**src/design/cps_pkg.sv**
```systemverilog
// Shared constants for the closest-point-on-segment pipeline.
package cps_pkg;
  // Number of fraction bits in every coordinate code.
  localparam int unsigned FracBits = 4;
endpackage

```
**src/design/cps_sqrt_stage.sv**
```systemverilog
// One registered step of the restoring integer square root.
module cps_sqrt_stage
  import cps_pkg::*;
#(
  parameter int unsigned VW = 64,
  parameter int unsigned RW = 33,
  parameter int unsigned BitIdx = 0,
  parameter int unsigned FW = 16,
  parameter int unsigned SW = 17
) (
  input  logic                 clk_i,
  input  logic                 rst_ni,
  input  logic                 en_i,
  input  logic                 valid_i,
  input  logic [VW-1:0]        rem_i,
  input  logic [RW-1:0]        root_i,
  input  logic signed [FW-1:0] fx_i,
  input  logic signed [FW-1:0] fy_i,
  output logic                 valid_o,
  output logic [VW-1:0]        rem_o,
  output logic [RW-1:0]        root_o,
  output logic signed [FW-1:0] fx_o,
  output logic signed [FW-1:0] fy_o
);
  // Trial subtraction of (4*root + 1) << 2*BitIdx against the remainder.
  // The root so far holds the bits above BitIdx, so setting this bit grows
  // the square by 2*root*2^(2*BitIdx+1) + 2^(2*BitIdx).
  logic [VW+1:0] trial;
  logic [VW+1:0] rem_ext;
  logic          fits;
  logic          valid_q;
  logic [VW-1:0] rem_q;
  logic [RW-1:0] root_q;
  logic signed [FW-1:0] fx_q, fy_q;

  assign trial   = (({{(VW+2-RW){1'b0}}, root_i} << 2) | (VW+2)'(1)) << (2 * BitIdx);
  assign rem_ext = {2'b00, rem_i};
  assign fits    = rem_ext >= trial;

  // Valid bit of this step.
  always_ff @(posedge clk_i or negedge rst_ni) begin
    if (!rst_ni) begin
      valid_q <= 1'b0;
    end else if (en_i) begin
      valid_q <= valid_i;
    end
  end

  // Payload of this step.
  always_ff @(posedge clk_i) begin
    if (en_i) begin
      rem_q  <= fits ? VW'(rem_ext - trial) : rem_i;
      root_q <= {root_i[RW-2:0], fits};
      fx_q   <= fx_i;
      fy_q   <= fy_i;
    end
  end

  assign valid_o = valid_q;
  assign rem_o   = rem_q;
  assign root_o  = root_q;
  assign fx_o    = fx_q;
  assign fy_o    = fy_q;
  logic unused;
  assign unused = ^SW;
endmodule

```
**config.mk**
```make
export PLATFORM = sky130hd
export DESIGN_NAME = cps_sqrt_stage
export DESIGN_NICKNAME = d
export VERILOG_FILES = /design/src/design/cps_pkg.sv /design/src/design/cps_sqrt_stage.sv
export SDC_FILE = /design/constraint.sdc
export NUM_CORES = 1
export LEC_CHECK = 0
export BUFFER_PORTS_ARGS = -buffer_cell sky130_fd_sc_hd__buf_2
export CORE_MARGIN = 2
export CORE_UTILIZATION = 54
export CTS_BUF_LIST = sky130_fd_sc_hd__clkbuf_16
export CTS_CLUSTER_DIAMETER = 60
export CTS_CLUSTER_SIZE = 40
export DETAILED_ROUTE_END_ITERATION = 10
export GPL_ROUTABILITY_DRIVEN = 0
export PLACE_DENSITY = 0.87
export SLEW_MARGIN = 20
export SYNTH_ARGS = -nofsm -noshare
export SYNTH_HDL_FRONTEND = slang
export SYNTH_SLANG_ARGS = --single-unit
export TNS_END_PERCENT = 20
```
**constraint.sdc**
```tcl
create_clock -name clk_i -period 1.83 [get_ports clk_i]
set_clock_uncertainty 0.2 [all_clocks]
set_input_delay 0.0915 -clock clk_i [delete_from_list [all_inputs] [get_ports clk_i]]
set_output_delay 0.0915 -clock clk_i [all_outputs]
set_load 0.01 [all_outputs]
```
==> reports/results.tsv, run 1 <==
metric	value	unit
EDFF count, synth	129	
GR repair worst EP	rem_o[56]$_DFFE_PP_/D	
Top FF cell, synth	edfxtp_1	
clk root buf	clkbuf_16	
Simple-Gate Fraction of Synth Area	15.7	%
Post-Synth XOR/XNOR Area	7.08	%
syn_nets	852	
Stop stage	global routing (5_1_grt)	
largest net degree at the start of global routing	58	
FP Rows	42	
async set-or-reset flop fraction in the synthesized netlist	0.769	%
Seq/Total Area, Yosys	53.4	%
Initial Utilization	55.1	%
largest family of logic cells by synthesized area	simple AND/OR/NAND/NOR gates	
Die Ht	120	um
status	stopped before the end	
top post-synthesis cells by area	edfxtp_1 53%, ha_1 6.0%, a21oi_1 4.5%	
Sink Count	130	
hpwl dp	19.3	mm
Yosys cell types	53	
Synth Warn #	0	
Bufs on Longest Clock Path	2	
Synth Area in Adders	6.00	%
average cell area after synthesis	10.7	um2
DIE WIDTH	120	um
Compound-Gate Fraction of Synth Area	13.4	%
dominant cell type by area after synthesis	edfxtp_1	
IO Count	263	
Post-Place Cells	1301	
CTS buffer count	17	
#FFs+latches synth	130	
top cell type's share of synthesized area	53.1	%
CTS H-Tree Depth	4	
worst ep type	register input	
tool error	[ERROR DPL-0038] Utilization greater than 100%, impossible to legalize	
Cell Area, Synth	0.00730	mm2
Port Buffers	262	
Gate Count Post-Synth	684	
mux share of post-synthesis cell area	0.154	%
what timing repair did:
action / CTS
resized for setup: 67
pin swaps: 10
endpoints found under the setup margin: 65
buffers inserted: 8
gates cloned: 2
hold buffers: 130
endpoints found under the hold margin: 138
cells in the mapped netlist (8+ instances only):
cell type  number
edfxtp_1      129
or3_1           9
o21ai_0        37
nor3_1         21
nand3_1        16
nand2_1        52
nor4_1          8
nand4_1        19
xnor2_1        32
ha_1           35
inv_1          40
a21o_1         14
clkbuf_1       21
a21oi_1        66
nor2_1         56
xor2_1         27
logic make-up after synthesis:
logic type,count (synthesis)
muxes,1
AOI/OAI and AO/OA,163
DFF,130
buffers and inverters,72
and+or+nand+nor,224
adders and majority gates,35
xor gates and xnor gates,59
through the flow:
stage | hold WS (ns) | area, um2 | setup TNS (ns) | utilization [%] | setup WS (ns)
after floorplan | -0.404 | 7460 | -53.46 | - | -0.891
after global placement | -0.334 | 10400 | -78.38 | 78.4 | -1.30
after detailed placement | -0.322 | 10400 | -83.98 | 78.4 | -1.40
after CTS | 0.00648 | 12700 | -44.82 | 95.9 | -0.754
==> inputs of run 2 (changes only) <==
Settings changed: CORE_UTILIZATION 54 to 40, CTS_BUF_LIST sky130_fd_sc_hd__clkbuf_16 to not set, CTS_CLUSTER_DIAMETER 60 to not set, CTS_CLUSTER_SIZE 40 to not set, PLACE_DENSITY 0.87 to not set, PLACE_DENSITY_LB_ADDON set to 0.15.
==> run 2 against run 1 <==
  * The flow now finishes, with violations (setup timing)
  * Synthesized cell count stayed put
  * Area after synthesis unchanged
==> reports/results.tsv, run 2 <==
metric	value	unit	change
first-pass GRT wire length	38.7	mm	
Post-Synth XOR/XNOR Area	7.08	%	unchanged
dominant cell type by area after synthesis	edfxtp_1		
CP Data Arrival Time	2.54	ns	
nets	1434		
worst vdd ir	0.000760	V	
global route overflow	0		
max reg flops	64		
Initial Utilization	40.6	%	-14 points
CP Buf/Inv Count	3		
Compound-Gate Fraction of Synth Area	13.4	%	unchanged
FP Rows	49		+17%
setup violators final	65		
clk root buf	clkbuf_16		
Cell Area, Synth	0.00730	mm2	unchanged
Simple-Gate Fraction of Synth Area	15.7	%	unchanged
Setup WS post-layout	-0.737	ns	
most used cell, CP	or4_4		
IO Count	263		unchanged
syn_nets	852		unchanged
synth cell count leaders	129 x edfxtp_1, 66 x a21oi_1, 56 x nor2_1		
ratio of final minimum period to clock period	140	%	
commonest non-fill, non-tap cell in the layout	buf_2		
FF+latch area	0.00390	mm2	
CTS buffer count	17		unchanged
CTS H-Tree Depth	4		unchanged
WS Path Type	in2reg		
FMAX	390	MHz	
routed vias/inst	5.02		
full die area	0.0193	mm2	
layout cells sized above 1	45.7	%	
area of the multi-input gates	0.00364	mm2	
Sink Count	130		unchanged
Worst-Margin Slew	0.609	ns	
Critical Path Start Type	input pin		
commonest non-fill, non-tap cells in the layout	258 x buf_2, 189 x buf_4, 134 x dlygate4sd3_1		
most common cell in the netlist	edfxtp_1		
CTS clock-pin slew for the worst setup and hold paths	0.06	ns	
Bufs on Longest Clock Path	2		unchanged
status	finished, violations left		
top cell type's share of synthesized area	53.1	%	unchanged
Clk Latency, worst-skew pair	0.43	ns	
WP data required	1.80	ns	
WL/cell	16.7	um	
GRT Util Overall	25.3	%	
critical path's largest stage delay	0.55	ns	
fin crit period	2.57	ns	
DRT antenna net count	0		
met3 Use GR	5.63	%	
final hold vios	0		
Power Density	778	mW/mm2	
Slew headroom	58.9	%	
largest family of logic cells by synthesized area	simple AND/OR/NAND/NOR gates		
largest net degree at the start of global routing	46		
DIE WIDTH	139	um	+16%
core area	0.0180	mm2	
crit-path leading delay family	simple AND/OR/NAND/NOR gates		
Worst Path Max Fanout	7		
hpwl dp	17.2	mm	-10%
average cell area after synthesis	10.7	um2	unchanged
Filler Cell Count	1267		
Yosys cell types	53		unchanged
Port Buffers	262		unchanged
area delta synth->final	76.6	%	
TNS Setup	-42.40	ns	
async set-or-reset flop fraction in the synthesized netlist	0.769	%	unchanged
top post-synthesis cells by area	edfxtp_1 53%, ha_1 6.0%, a21oi_1 4.5%		
crit path cell chain	buf_6 > or4_4 > or4_4 > nor4b_4 > o21ai_2 > nor3_2 > and2_4 > inv_6 > buf_12 > nand4_1 > xnor2_1		
HP Class	in2reg		
DRT Pass-1 Iters	7		
CTS tree	done		
Critical-path top delay cell	or4_4		
Synth Warn #	0		unchanged
vias in the first global route	7801		
Seq/Total Area, Yosys	53.4	%	unchanged
max cap viols	0		
RSZ-0062 raised after global routing	true		
DRC violations left	0		
r2r setup slk	0.33	ns	
Synth Area in Adders	6.00	%	unchanged
Slew Viols, Final	0		
P_leak	5.63	nW	
initial DRC count	441		
Gate Count Post-Synth	684		unchanged
#FFs+latches synth	130		unchanged
Top FF cell, synth	edfxtp_1		
initial antenna violation count	1		
met2 usage in global routing	44.7	%	
GR Util met1	30.7	%	
Setup crit end kind	flip-flop		
mux share of post-synthesis cell area	0.154	%	unchanged
Top Usage Layer GRT	met2		
Die Ht	139	um	+16%
failing checks	setup timing		
routed wire length	25.1	mm	
EDFF count, synth	129		unchanged
via count	7581		
Pwr Total	10.0	mW	
run 2: cell counts after synthesis:
Identical to the previous run, type by type.
run 2: worst register-to-register path: cells and delay by family, from the launching register on:
kind / cells / cell delay, ns
buf+inv: 1 / 0.55
flops: 1 / 0.38
mux: 1 / 0.26
run 2: path summary, 6_finish.rpt:
path	from	cells after the start	endpoint
worst max register to register	valid_o	2	valid_o
max in group asynchronous	rst_ni	3	valid_o
min in group asynchronous	rst_ni	3	valid_o
worst min register to register	valid_o	2	valid_o
worst min-delay path	rem_i[16]	4	rem_o[16]
worst max-delay path	rem_i[54]	11	rem_o[60]
run 2: where the power goes:
group          total, mW  leakage (nW)  internal, mW  switching [mW]
Sequential          3.72          1.27          3.65          0.0738
Clock               3.78         0.312          2.35            1.43
Combinational       2.52          4.05          1.31            1.22
Total               10.0          5.63          7.30            2.72
run 2: logic make-up after synthesis:
kind of cell               after synthesis
buffers and inverters                   72
xor gates and xnor gates                59
muxes                                    1
AOI/OAI and AO/OA                      163
and+or+nand+nor                        224
adders and majority gates               35
DFF                                    130
run 2: routing by layer:
| metal | vias up | part of all wire [%] |
|---|---|---|
| met5 | - | 0 |
| met4 | 0 | 1.8 |
| met3 | 34 | 6.0 |
| met2 | 285 | 50 |
| met1 | 3555 | 42 |
| li1 | 3707 | - |
run 2: per-stage QoR:
step	utilization (%)	cell area, um2	hold WS, ns	worst slack (ns)	instances
2_1_floorplan	-	7460	-0.404	-0.891	684
3_3_place_gp	57.3	10300	-0.333	-1.29	1331
3_5_place_dp	57.3	10300	-0.329	-1.39	1331
4_1_cts	70.2	12600	0.0344	-0.708	1504
5_1_grt	71.8	12900	0.0705	-0.839	1508
6_report	71.8	12900	0.0367	-0.737	1509
run 2: area by class of cell:
class	instances	share of cell area, %
tap	229	2.22
inverter	41	1.23
sequential	130	30.2
timing repair buffer	594	33.0
clock buffer	19	3.44
antenna	1	0.0194
clock inverter	13	1.54
multi-input combinational	482	28.3
run 2: repair_timing:
| action | 4_1_cts | 5_1_grt |
|---|---|---|
| setup endpoints to repair | 65 | 65 |
| cloned | 0 | 0 |
| buffers inserted | 7 | 5 |
| hold buffers | 134 | 0 |
| pin swaps | 15 | 25 |
| resized for setup | 55 | 43 |
| endpoints found under the hold margin | 150 | 0 |
Note: power is estimated with default switching activity, not from simulation.
